File: src/rtl/irp_pkg.sv
package irp_pkg;

    typedef enum logic [1:0] {
        KIND_INTERSPACE = 2'd0,
        KIND_PULSE      = 2'd1,
        KIND_SPACE      = 2'd2,
        KIND_SUMMARY    = 2'd3
    } t_kind;

    typedef enum logic [1:0] {
        ST_COMPLETE = 2'd0,
        ST_PARTIAL  = 2'd1,
        ST_EARLY    = 2'd2,
        ST_NOFREQ   = 2'd3
    } t_status;

    typedef enum logic [1:0] {
        PH_INTERSPACE = 2'd0,
        PH_PULSE      = 2'd1,
        PH_SPACE      = 2'd2
    } t_phase;

    typedef enum logic [1:0] {
        DONE_OPEN     = 2'd0,
        DONE_PARTIAL  = 2'd1,
        DONE_COMPLETE = 2'd2,
        DONE_EARLY    = 2'd3
    } t_done;

    // controller states
    typedef enum logic [2:0] {
        S_IDLE   = 3'd0,
        S_DIV    = 3'd1,
        S_MUL    = 3'd2,
        S_ACC    = 3'd3,
        S_EMIT   = 3'd4,
        S_SUMDIV = 3'd5,
        S_SUM    = 3'd6
    } t_state;

    typedef struct packed {
        logic     take;       // latch input byte, parse it
        logic     div_start;  // start 250000/duration
        logic     div_step;
        logic     mul;        // form frequency term
        logic     acc;        // add term to total
        logic     sdiv_start; // start total/sample_count
        logic     sdiv_step;
        logic     load_item;  // load pending parse item to output
        logic     load_sum;   // load summary to output
    } t_cmd;

    typedef struct packed {
        logic     has_item;   // parsed byte produced a pulse/space/interspace
        logic     has_sample; // pulse produced frequency sample
        logic     has_sum;    // frame or buffer ended on this byte
        logic     skip;       // byte ignored
        logic     div_done;
        logic     out_busy;   // output register full and not being taken
    } t_stat;

    localparam logic [17:0] FREQ_NUM = 18'd250000;
    localparam logic [7:0]  END_BYTE = 8'hFF;
    localparam logic [15:0] LIMIT_RESET = 16'h3E80;

endpackage

File: src/rtl/irp_ctrl.sv
module irp_ctrl
    import irp_pkg::*;
(
    input  logic  i_clk,
    input  logic  i_rst_n,
    input  logic  i_valid,
    output logic  o_ready,
    input  t_stat i_stat,
    output t_cmd  o_cmd
);
    t_state r_state, n_state;

    always_ff @(posedge i_clk) begin
        if (!i_rst_n) begin
            r_state <= S_IDLE;
        end else begin
            r_state <= n_state;
        end
    end

    always_comb begin
        n_state = r_state;
        o_cmd   = '0;
        o_ready = 1'b0;
        case (r_state)
            S_IDLE: begin
                o_ready = 1'b1;
                if (i_valid) begin
                    o_cmd.take = 1'b1;
                    n_state    = S_EMIT;
                end
            end
            S_EMIT: begin
                // parse result known now
                if (i_stat.skip) begin
                    n_state = S_IDLE;
                end else if (i_stat.has_sample) begin
                    o_cmd.div_start = 1'b1;
                    n_state = S_DIV;
                end else if (i_stat.has_item) begin
                    if (!i_stat.out_busy) begin
                        o_cmd.load_item = 1'b1;
                        if (i_stat.has_sum) begin
                            o_cmd.sdiv_start = 1'b1;
                            n_state = S_SUMDIV;
                        end else begin
                            n_state = S_IDLE;
                        end
                    end
                end else if (i_stat.has_sum) begin
                    o_cmd.sdiv_start = 1'b1;
                    n_state = S_SUMDIV;
                end else begin
                    n_state = S_IDLE;
                end
            end
            S_DIV: begin
                o_cmd.div_step = 1'b1;
                if (i_stat.div_done) begin
                    n_state = S_MUL;
                end
            end
            S_MUL: begin
                o_cmd.mul = 1'b1;
                n_state = S_ACC;
            end
            S_ACC: begin
                o_cmd.acc = 1'b1;
                n_state = S_EMIT;
            end
            S_SUMDIV: begin
                o_cmd.sdiv_step = 1'b1;
                if (i_stat.div_done) begin
                    n_state = S_SUM;
                end
            end
            S_SUM: begin
                if (!i_stat.out_busy) begin
                    o_cmd.load_sum = 1'b1;
                    n_state = S_IDLE;
                end
            end
            default: n_state = S_IDLE;
        endcase
    end

    assert property (@(posedge i_clk) disable iff (!i_rst_n)
        o_cmd.take |=> r_state == S_EMIT)
        else $error("take not followed by emit");
    assert property (@(posedge i_clk) disable iff (!i_rst_n)
        o_ready |-> r_state == S_IDLE)
        else $error("ready outside idle");
    assert property (@(posedge i_clk) disable iff (!i_rst_n)
        !(o_cmd.load_item && o_cmd.load_sum))
        else $error("double load");
endmodule

File: src/rtl/irp_datapath.sv
module irp_datapath
    import irp_pkg::*;
#(
    parameter int COUNT_WIDTH = 16
) (
    input  logic        i_clk,
    input  logic        i_rst_n,
    input  t_cmd        i_cmd,
    output t_stat       o_stat,
    input  logic [7:0]  i_data_byte,
    input  logic        i_first_byte,
    input  logic        i_last_byte,
    input  logic        i_cfg_valid,
    input  logic [15:0] i_cfg_data,
    output logic        o_valid,
    input  logic        i_ready,
    output logic [1:0]  o_kind,
    output logic [15:0] o_duration,
    output logic [14:0] o_carrier_cycles,
    output logic [31:0] o_carrier_freq,
    output logic [15:0] o_pulse_count,
    output logic [15:0] o_space_count,
    output logic [15:0] o_bytes_consumed,
    output logic [15:0] o_bytes_used,
    output logic [1:0]  o_status
);
    localparam logic [COUNT_WIDTH-1:0] CMAX = '1;

    logic [15:0] r_limit;
    t_phase      r_phase;
    logic [1:0]  r_fidx;
    logic [15:0] r_partial, r_pdur;
    logic [31:0] r_total;
    logic [COUNT_WIDTH-1:0] r_samples, r_pulses, r_spaces, r_bytes;
    t_done       r_done;

    // pending item of current byte
    logic        r_has_item, r_has_sample, r_has_sum, r_skip;
    logic [1:0]  r_ikind;
    logic [15:0] r_idur;
    logic [14:0] r_icyc;

    // shared restoring divider, 32-bit dividend over 16-bit duration or COUNT_WIDTH-bit count
    logic [31:0] r_quo;
    logic [31:0] r_rem;
    logic [31:0] r_dvs;
    logic [5:0]  r_cnt;
    logic [31:0] r_term;
    logic [31:0] r_avg;

    logic        r_ovalid;

    function automatic logic [COUNT_WIDTH-1:0] bump(input logic [COUNT_WIDTH-1:0] v);
        return (v == CMAX) ? v : v + COUNT_WIDTH'(1);
    endfunction

    function automatic logic [15:0] cap16(input logic [COUNT_WIDTH-1:0] v);
        logic [31:0] w;
        w = 32'(v);
        return (w > 32'hFFFF) ? 16'hFFFF : w[15:0];
    endfunction

    always_ff @(posedge i_clk) begin
        if (!i_rst_n) begin
            r_limit <= LIMIT_RESET;
        end else if (i_cfg_valid) begin
            r_limit <= i_cfg_data;
        end
    end

    // parse one byte
    always_ff @(posedge i_clk) begin
        logic [15:0] v;
        logic [31:0] s;
        t_phase      ph;
        logic [1:0]  fi;
        t_done       dn;
        logic [COUNT_WIDTH-1:0] pc, sc, bc;
        logic [14:0] c;
        logic        have;
        logic [15:0] pt, pd;
        logic        hi, hsa, hsu;
        if (!i_rst_n) begin
            r_phase <= PH_INTERSPACE;
            r_fidx <= '0; r_partial <= '0; r_pdur <= '0; r_total <= '0;
            r_samples <= '0; r_pulses <= '0; r_spaces <= '0; r_bytes <= '0;
            r_done <= DONE_OPEN;
            r_has_item <= 1'b0; r_has_sample <= 1'b0; r_has_sum <= 1'b0;
            r_skip <= 1'b0;
        end else if (i_cmd.take) begin
            ph = r_phase; fi = r_fidx; dn = r_done;
            pc = r_pulses; sc = r_spaces; bc = r_bytes;
            pt = r_partial; pd = r_pdur;
            hi = 1'b0; hsa = 1'b0; hsu = 1'b0;
            have = 1'b0; c = '0; s = '0; v = '0;
            if (i_first_byte) begin
                ph = PH_INTERSPACE; fi = '0; dn = DONE_OPEN;
                pc = '0; sc = '0; bc = '0; pt = '0; pd = '0;
                r_total <= '0; r_samples <= '0;
            end
            r_skip <= (dn != DONE_OPEN);
            if (dn == DONE_OPEN) begin
                bc = bump(bc);
                v = {pt[7:0], i_data_byte};
                case (ph)
                    PH_INTERSPACE: begin
                        if (fi == 2'd0) begin
                            pt = 16'(i_data_byte); fi = 2'd1;
                        end else begin
                            s = 32'(v) * 32'd500;
                            hi = 1'b1; r_ikind <= KIND_INTERSPACE;
                            r_idur <= s[24:9]; r_icyc <= '0;
                            ph = PH_PULSE; fi = 2'd0;
                        end
                    end
                    PH_PULSE: begin
                        if (fi == 2'd0) begin
                            pt = 16'(i_data_byte); fi = 2'd1;
                        end else if (fi == 2'd1) begin
                            pd = v; fi = 2'd2;
                        end else if (fi == 2'd2) begin
                            if (i_data_byte[7]) begin
                                pt = {9'd0, i_data_byte[6:0]}; fi = 2'd3;
                            end else begin
                                c = 15'(i_data_byte); have = 1'b1;
                            end
                        end else begin
                            c = {pt[6:0], i_data_byte}; have = 1'b1;
                        end
                        if (have) begin
                            hsa = (c != '0) && (pd != '0);
                            r_icyc <= c;
                            pc = bump(pc);
                            hi = 1'b1; r_ikind <= KIND_PULSE;
                            r_idur <= pd;
                            ph = PH_SPACE; fi = 2'd0;
                        end
                    end
                    default: begin
                        if (fi == 2'd0) begin
                            if (i_data_byte == END_BYTE) begin
                                dn = DONE_COMPLETE;
                            end else begin
                                pt = 16'(i_data_byte); fi = 2'd1;
                            end
                        end else if (v > r_limit) begin
                            dn = DONE_PARTIAL;
                        end else begin
                            sc = bump(sc);
                            hi = 1'b1; r_ikind <= KIND_SPACE;
                            r_idur <= v; r_icyc <= '0;
                            ph = PH_PULSE; fi = 2'd0;
                        end
                    end
                endcase
                if (dn != DONE_OPEN) begin
                    hsu = 1'b1;
                end else if (i_last_byte) begin
                    dn = DONE_EARLY; hsu = 1'b1;
                end
            end
            r_phase <= ph; r_fidx <= fi; r_done <= dn;
            r_pulses <= pc; r_spaces <= sc; r_bytes <= bc;
            r_partial <= pt; r_pdur <= pd;
            r_has_item <= hi; r_has_sample <= hsa; r_has_sum <= hsu;
        end else begin
            if (i_cmd.acc) begin
                r_total <= r_total + r_term;
                r_samples <= bump(r_samples);
                r_has_sample <= 1'b0;
            end
            if (i_cmd.load_item) begin
                r_has_item <= 1'b0;
            end
        end
    end

    // divider: one quotient bit a cycle
    always_ff @(posedge i_clk) begin
        logic [32:0] t;
        if (!i_rst_n) begin
            r_cnt <= '0;
        end else if (i_cmd.div_start || i_cmd.sdiv_start) begin
            r_quo <= i_cmd.div_start ? 32'(FREQ_NUM) : r_total;
            r_dvs <= i_cmd.div_start ? 32'(r_pdur) : 32'(r_samples);
            r_rem <= '0;
            r_cnt <= 6'd32;
        end else if ((i_cmd.div_step || i_cmd.sdiv_step) && r_cnt != '0) begin
            t = {r_rem, r_quo[31]};
            if (t >= {1'b0, r_dvs}) begin
                r_rem <= 32'(t - {1'b0, r_dvs});
                r_quo <= {r_quo[30:0], 1'b1};
            end else begin
                r_rem <= t[31:0];
                r_quo <= {r_quo[30:0], 1'b0};
            end
            r_cnt <= r_cnt - 6'd1;
        end
    end

    always_ff @(posedge i_clk) begin
        if (i_cmd.mul) begin
            r_term <= r_quo * (32'd10 * 32'(r_icyc) - 32'd5);
        end
        if (i_cmd.sdiv_step && r_cnt == 6'd0) begin
            r_avg <= (r_samples == '0) ? 32'd0 : r_quo;
        end
    end

    assign o_stat.has_item   = r_has_item;
    assign o_stat.has_sample = r_has_sample;
    assign o_stat.has_sum    = r_has_sum;
    assign o_stat.skip       = r_skip;
    assign o_stat.div_done   = (r_cnt == 6'd0);
    assign o_stat.out_busy   = r_ovalid && !i_ready;

    // output register
    always_ff @(posedge i_clk) begin
        logic [COUNT_WIDTH-1:0] used;
        if (!i_rst_n) begin
            r_ovalid <= 1'b0;
        end else if (i_cmd.load_item) begin
            r_ovalid <= 1'b1;
            o_kind <= r_ikind; o_duration <= r_idur; o_carrier_cycles <= r_icyc;
            o_carrier_freq <= '0; o_pulse_count <= '0; o_space_count <= '0;
            o_bytes_consumed <= '0; o_bytes_used <= '0; o_status <= ST_COMPLETE;
        end else if (i_cmd.load_sum) begin
            r_ovalid <= 1'b1;
            used = (r_bytes >= COUNT_WIDTH'(2)) ? r_bytes - COUNT_WIDTH'(2) : '0;
            o_kind <= KIND_SUMMARY; o_duration <= '0; o_carrier_cycles <= '0;
            o_carrier_freq <= r_avg;
            o_pulse_count <= cap16(r_pulses); o_space_count <= cap16(r_spaces);
            if (r_done == DONE_EARLY) begin
                o_bytes_consumed <= '0; o_bytes_used <= '0; o_status <= ST_EARLY;
            end else begin
                o_bytes_consumed <= cap16(r_bytes);
                o_bytes_used <= cap16((r_done == DONE_PARTIAL) ? used : r_bytes);
                o_status <= (r_samples == '0) ? ST_NOFREQ :
                            (r_done == DONE_PARTIAL) ? ST_PARTIAL : ST_COMPLETE;
            end
        end else if (i_ready) begin
            r_ovalid <= 1'b0;
        end
    end

    assign o_valid = r_ovalid;

    assert property (@(posedge i_clk) disable iff (!i_rst_n)
        (i_cmd.load_item || i_cmd.load_sum) |-> !(r_ovalid && !i_ready))
        else $error("output overwritten");
    assert property (@(posedge i_clk) disable iff (!i_rst_n)
        i_cmd.acc |-> r_has_sample)
        else $error("acc without sample");
    assert property (@(posedge i_clk) disable iff (!i_rst_n)
        i_cmd.div_start |-> r_pdur != '0)
        else $error("divide by zero duration");
endmodule

File: src/rtl/ir_raw_timing_parser.sv
// IR raw timing parser. One byte beat on the input channel yields at most two
// result beats: an interspace, pulse or space item and, when the frame ends or
// the buffer ends early, a summary. A byte beat is parsed and then waits on the
// output register; a pulse carrying a frequency sample adds the serial
// 250000/duration divide and the multiply-accumulate, and a summary adds the
// serial total/sample_count divide. A new byte beat is taken only once the last
// one is through. All divides share one bit-serial divider. The long-space limit
// is written on the cfg channel, reset value 16000.
module ir_raw_timing_parser
    import irp_pkg::*;
#(
    parameter int COUNT_WIDTH = 16
) (
    input  logic        i_clk,
    input  logic        i_rst_n,
    input  logic        i_valid,
    output logic        o_ready,
    input  logic [7:0]  i_data_byte,
    input  logic        i_first_byte,
    input  logic        i_last_byte,
    input  logic        i_cfg_valid,
    output logic        o_cfg_ready,
    input  logic [15:0] i_cfg_data,
    output logic        o_valid,
    input  logic        i_ready,
    output logic [1:0]  o_kind,
    output logic [15:0] o_duration,
    output logic [14:0] o_carrier_cycles,
    output logic [31:0] o_carrier_freq,
    output logic [15:0] o_pulse_count,
    output logic [15:0] o_space_count,
    output logic [15:0] o_bytes_consumed,
    output logic [15:0] o_bytes_used,
    output logic [1:0]  o_status
);
    t_cmd  w_cmd;
    t_stat w_stat;

    assign o_cfg_ready = 1'b1;

    irp_ctrl u_ctrl (
        .i_clk(i_clk), .i_rst_n(i_rst_n), .i_valid(i_valid), .o_ready(o_ready),
        .i_stat(w_stat), .o_cmd(w_cmd)
    );

    irp_datapath #(.COUNT_WIDTH(COUNT_WIDTH)) u_dp (
        .i_clk(i_clk), .i_rst_n(i_rst_n), .i_cmd(w_cmd), .o_stat(w_stat),
        .i_data_byte(i_data_byte), .i_first_byte(i_first_byte),
        .i_last_byte(i_last_byte), .i_cfg_valid(i_cfg_valid),
        .i_cfg_data(i_cfg_data), .o_valid(o_valid), .i_ready(i_ready),
        .o_kind(o_kind), .o_duration(o_duration),
        .o_carrier_cycles(o_carrier_cycles), .o_carrier_freq(o_carrier_freq),
        .o_pulse_count(o_pulse_count), .o_space_count(o_space_count),
        .o_bytes_consumed(o_bytes_consumed), .o_bytes_used(o_bytes_used),
        .o_status(o_status)
    );
endmodule

File: config.mk
export PLATFORM = sky130hd
export DESIGN_NAME = ir_raw_timing_parser
export DESIGN_NICKNAME = d
export VERILOG_FILES = /design/src/rtl/irp_pkg.sv /design/src/rtl/irp_ctrl.sv /design/src/rtl/irp_datapath.sv /design/src/rtl/ir_raw_timing_parser.sv
export SDC_FILE = /design/constraint.sdc
export NUM_CORES = 2
export LEC_CHECK = 0
export BUFFER_PORTS_ARGS = -buffer_cell sky130_fd_sc_hd__buf_4
export CAP_MARGIN = 15
export CORE_UTILIZATION = 64
export CTS_CLUSTER_DIAMETER = 200
export DETAILED_ROUTE_END_ITERATION = 7
export PLACE_DENSITY = 0.82
export RECOVER_POWER = 25
export SYNTH_ARGS = -nofsm -noshare
export SYNTH_HDL_FRONTEND = slang
export SYNTH_HIERARCHICAL = 1
export SYNTH_SLANG_ARGS = --single-unit
File: constraint.sdc
create_clock -name i_clk -period 11.63 [get_ports i_clk]
set_input_delay 2.326 -clock i_clk [delete_from_list [all_inputs] [get_ports i_clk]]
set_output_delay 2.326 -clock i_clk [all_outputs]
set_load 0.01 [all_outputs]
# Word-level counts from Yosys, hierarchy flattened
# Index checks and enable logic that the tools add are counted.
# W data, S select, Z words.
# classes
div,0
magnitude_cmp,3
n_reduce_logical,32
multipliers,3
shift,0
eq_ne,27
mux,194
n_bitwise,1
add_sub_neg,9
# ops
op,count
$mux W16,59
$mux W32,9
$mux W15,13
$mux W2,42
$add A16 B1 Y16 const B,4
$eq A16 B16 Y1 const B,4
$pmux W16 S2,2
$mux W1,51
$ge A33 B32 Y1,1
$add A32 B32 Y32,1
$mul A32 B20 Y32,1
$sub A32 B32 Y32,1
$pmux W15 S2,1
$mux W3,9
$mul A16 B7 Y23 const B,1
$pmux W3 S7,1
$sub A19 B3 Y20 const B,1
$mul A3 B15 Y18 const A,1
$ge A16 B2 Y1 const B,1
$gt A16 B16 Y1,1
$logic_not A16 Y1,1
$reduce_bool A16 Y1,1
$sub A16 B2 Y16 const B,1
$reduce_bool A15 Y1,1
other kinds (30),61
# totals
input_bits,31
register_bits,488
word_cells,305
mem_bits_ro,0
latchBits,0
mem_bits_rw,0
out_inout_bits,134
mem_count,0

# Logic depth before layout (Yosys ltp)
# depth
word_depth,18
mapped_depth,38
depth_no_buf,36

# Modules after synthesis
# Netlist, hierarchy kept.
# by_module_without_submodules
mod,seq_area_each_um2,n_inst,area_each_um2,cells_each
irp_datapath,12311.8,1,39221.4,4009
irp_ctrl,60.1,1,306.5,44
ir_raw_timing_parser,0.0,1,11.3,2

# Least setup slack after synthesis
# OpenSTA, ideal clock, no wires.
# synth_path
path_kind,input to register
start,input port i_first_byte
end,register u_dp.r_icyc[0] (enable)
arrival_time_ns,10.335
setup_slack_ns,0.693
path_buffers,3
path_stages,12
t_required_ns,11.028
setup_time_ns,0.602
path_cell_list,clkbuf_1 clkbuf_1 clkbuf_1 nor2b_1 ha_1 a21o_1 a21o_1 a21oi_1 o21ai_0 o31ai_1 nor2_1 a2111oi_0
# synth_via
elab_chain_cells,13
elab_cells_between_ends,31
classes_between,order compare (1); eq/ne (7); mux (19); reduce/logical (4)
# synth_lines
item,line_no,rtl
start: declaration,ir_raw_timing_parser.sv:19,"input logic i_first_byte,"
$mux W2,irp_datapath.sv:96,if (i_first_byte) begin
$mux W2,irp_datapath.sv:90,end else if (i_cmd.take) begin
$mux W2,irp_datapath.sv:83,if (!i_rst_n) begin
$eq A2 B2 Y1,irp_datapath.sv:121,end else if (fi == 2'd2) begin
$mux W1,irp_datapath.sv:121,
$mux W1,irp_datapath.sv:119,end else if (fi == 2'd1) begin
$mux W1,irp_datapath.sv:117,if (fi == 2'd0) begin
$mux W1,irp_datapath.sv:105,case (ph)
$mux W1,irp_datapath.sv:102,if (dn == DONE_OPEN) begin
$mux W1,irp_datapath.sv:90,
$mux W1,irp_datapath.sv:83,
$ne A2 B1 Y1 (no source line),n/a,
$reduce_and A7 Y1 (no source line) *,n/a,
end signal: assignment,irp_datapath.sv:112,r_idur <= s[24:9]; r_icyc <= '0;
end signal: assignment,irp_datapath.sv:132,r_icyc <= c;
end signal: assignment,irp_datapath.sv:151,r_idur <= v; r_icyc <= '0;
end: declaration,irp_datapath.sv:41,logic [14:0] r_icyc;
# Every way passes the cells marked *; elsewhere a longest branch is shown, timed or not. The select of a mux whose other input is x is not followed.
# A chain may end at the register's enable or synchronous reset.

# Worst setup path in the final report
# layout_path
start,register u_dp.r_icyc[1]
end,"register u_dp.r_term[30], data pin"
# layout_via
elab_chain_cells,3
# layout_lines
item,line_no,rtl
$mul A3 B15 Y18,irp_datapath.sv:203,r_term <= r_quo * (32'd10 * 32'(r_icyc) - 32'd5);
$sub A19 B3 Y20,irp_datapath.sv:203,
$mul A32 B20 Y32,irp_datapath.sv:203,
end signal: assignment,irp_datapath.sv:203,
end: declaration,irp_datapath.sv:48,logic [31:0] r_term;
# No other way between the ends.

==> flow_metrics.env <==
export IMPL_maxCapViolCount=8
export IMPL_max_freq_mhz=91.9
export IMPL_floorplan_initialDensity_pct=65.1
export IMPL_yosys_warnings=6
export IMPL_die_y_um=251
export IMPL_ys_top_cells_by_area="edfxtp_1 23%, fa_1 21%, ha_1 8.1%, dfxtp_1 7.9%, inv_1 5.1%"
export IMPL_synth_top_area_share_pct=23.4
export IMPL_synth_cell_area_um2=39500
export IMPL_final_cells=4962
export IMPL_synth_edf_count=308
export IMPL_clock_latency_ns=0.65
export IMPL_grt_pass1_vias=30000
export IMPL_multi_input_area_um2=24600
export IMPL_die_w_um=251
export IMPL_grt_max_degree=82
export IMPL_rsz0062_at_grt="no"
export IMPL_final_layout_size_suffix_gt1_share_pct=7.50
export IMPL_dp_slack_ns=0.758
export IMPL_synth_top_area_cell="edfxtp_1"
export IMPL_via_per_inst=5.99
export IMPL_hpwl_um=68800
export IMPL_grt_ovfl_total=0
export IMPL_cts_buffers=50
export IMPL_drv_slew=382
export IMPL_regArea_um2=12400
export IMPL_firstDrtPassIters=8
export IMPL_cts_tree="yes"
export IMPL_gp_congestion=0.913
export IMPL_cts_root_buf="clkbuf_16"
export IMPL_io_pins=165
export IMPL_clock_path_buffers=3
export IMPL_ys_types=92
export IMPL_mostFrequentLayoutCell="inv_1"
export IMPL_cts_resized=0
export IMPL_cts_sinks=464
export IMPL_end_kind="flip-flop"
export IMPL_required_ns=11.99
export IMPL_arrival_ns=11.23
export IMPL_tns_ns=0
export IMPL_period_needed_ns=10.88
export IMPL_postCtsSetupBuffers=0
export IMPL_syn_mean_instance_area_um2=9.75
export IMPL_drc_errors=0
export IMPL_hold_violations=0
export IMPL_grtUsageTotal_pct=31.5
export IMPL_setup_slack_ns=0.754
export IMPL_final_cell_mix="534 x inv_1, 464 x nand2_1, 410 x fa_1"
export IMPL_cts_hold_buf=0
export IMPL_status="complete, but fails checks"
export IMPL_worstSetupStartpointType="flip-flop"
export IMPL_place_inst=4860
export IMPL_min_period_over_period_pct=93.5
export IMPL_synth_cells=4055
export IMPL_ant_nets=0
export IMPL_ys_ff_latch=464
export IMPL_setup_viol=0
export IMPL_worstSetupPathType="flip-flop to flip-flop"
export IMPL_core_area_um2=60700
export IMPL_grt_first_pass_wirelength_um=156000
export IMPL_synthFlopType="edfxtp_1"
export IMPL_skew_ns=0.0653
export IMPL_via_count=29700
export IMPL_clk_pin_slew_ns=0.06
export IMPL_hold_class="flip-flop to flip-flop"
export IMPL_syn_num_nets=4753
export IMPL_drtIter0Drc=2610
export IMPL_fill_cells=4367
export IMPL_dieArea_um2=62800
export IMPL_wire_per_inst_um=19.6
export IMPL_port_buffers=163
export IMPL_violations="capacitance limit, slew limit"
export IMPL_std_cell_rows=90
export IMPL_async_flop_share_pct=0
export IMPL_crit_path_top_delay_cell="nand2_1"
export IMPL_finalNetCount=4831
export IMPL_path_max_fanout=21
export IMPL_htree_levels=2
export IMPL_syn_to_final_growth_pct=9.24
export IMPL_antenna_found_initial=5
export IMPL_cp_common_cell="fa_1"
export IMPL_max_stage_delay_ns=0.85
export IMPL_relSlewSlack_pct=-109
export IMPL_worst_slew_pin_slew_ns=3.13
export IMPL_wl_um=97100
export IMPL_ys_seq_area_share_pct=31.3
==> critical path, delay by kind of cell (launching register included) <==
| family | cells | cell delay (ns) |
|---|---|---|
| fa+ha+maj | 11 | 5.00 |
| compound gates | 11 | 2.88 |
| simple gates | 6 | 1.95 |
| flops | 1 | 0.48 |
| buf+inv | 3 | 0.15 |
| xor+xnor | 1 | 0.09 |
==> cell usage after synthesis (all sizes together) (9+ instances only) <==
master,count
a211o,11
a211oi,19
a21boi,13
a21o,51
a21oi,147
a22oi,49
a31oi,9
and2,180
and3,24
buf,23
clkbuf,167
dfxtp,156
edfxtp,308
fa,410
ha,257
inv,534
mux2,14
mux2i,52
nand2,464
nand2b,35
nand3,52
nand4,35
nor2,225
nor2b,214
nor3,52
nor3b,19
nor4,24
o211ai,12
o21a,27
o21ai,115
o21bai,19
o31ai,10
or3,25
or4,10
xnor2,117
xor2,72
==> sequential cells by signal, summed over array words and instances (netlist names), 32 cells and up <==
register and flops:
u_dp/r_rem 32, u_dp/r_avg 32, u_dp/o_carrier_freq 32, u_dp/r_total 32, u_dp/r_term 32, u_dp/r_quo 32
==> layer usage <==
metal	GRT usage [%]	up-vias	part of all wire [%]
li1	-	13500	-
met1	42.8	14600	40
met2	49.7	1401	46
met3	6.96	253	9.8
met4	11.5	2	3.7
met5	0	-	0.0093
==> cells by family after synthesis <==
logic type | after synthesis | synth area share, %
adders and majority gates | 667 | 28.9
muxes | 66 | 1.72
buffers and inverters | 726 | 6.99
AOI/OAI and AO/OA | 548 | 9.06
DFF | 464 | 31.3
xor gates and xnor gates | 191 | 4.38
other | 1 | 0.00948
and+or+nand+nor | 1392 | 17.7
==> metrics by stage <==
step / cell area (µm²) / util (%) / hold WS, ns
finish: 43200 / 71.2 / 0.473
global route: 43200 / 71.1 / 0.490
CTS: 43300 / 71.4 / 0.467
detailed placement: 41500 / 68.4 / 0.453
global placement: 41500 / 68.4 / 0.452
floorplan: 39500 / - / 0.428
==> cell type report <==
| type | count | share of cell area (%) |
|---|---|---|
| repair buffers | 216 | 3.35 |
| diodes | 5 | 0.0290 |
| well taps | 782 | 2.27 |
| flip-flops and latches | 464 | 28.6 |
| multi-input cells | 2865 | 56.8 |
| clock buffers | 55 | 2.96 |
| inverters | 536 | 4.66 |
| clock inverters | 39 | 1.25 |
==> final timing paths <==
check,from,endpoint,slack (ns),cells after the start
worst max-delay path,u_dp/r_icyc[1],u_dp/r_term[30],0.75,32
worst min-delay path,u_dp/r_spaces[7],u_dp/r_spaces[7],0.47,1
worst max register to register,u_dp/r_icyc[1],u_dp/r_term[30],0.75,32
worst min register to register,u_dp/r_spaces[7],u_dp/r_spaces[7],0.47,1
Power is not shown: default switching activity piles up to over one toggle a cycle in this logic, so the estimate is an artifact.
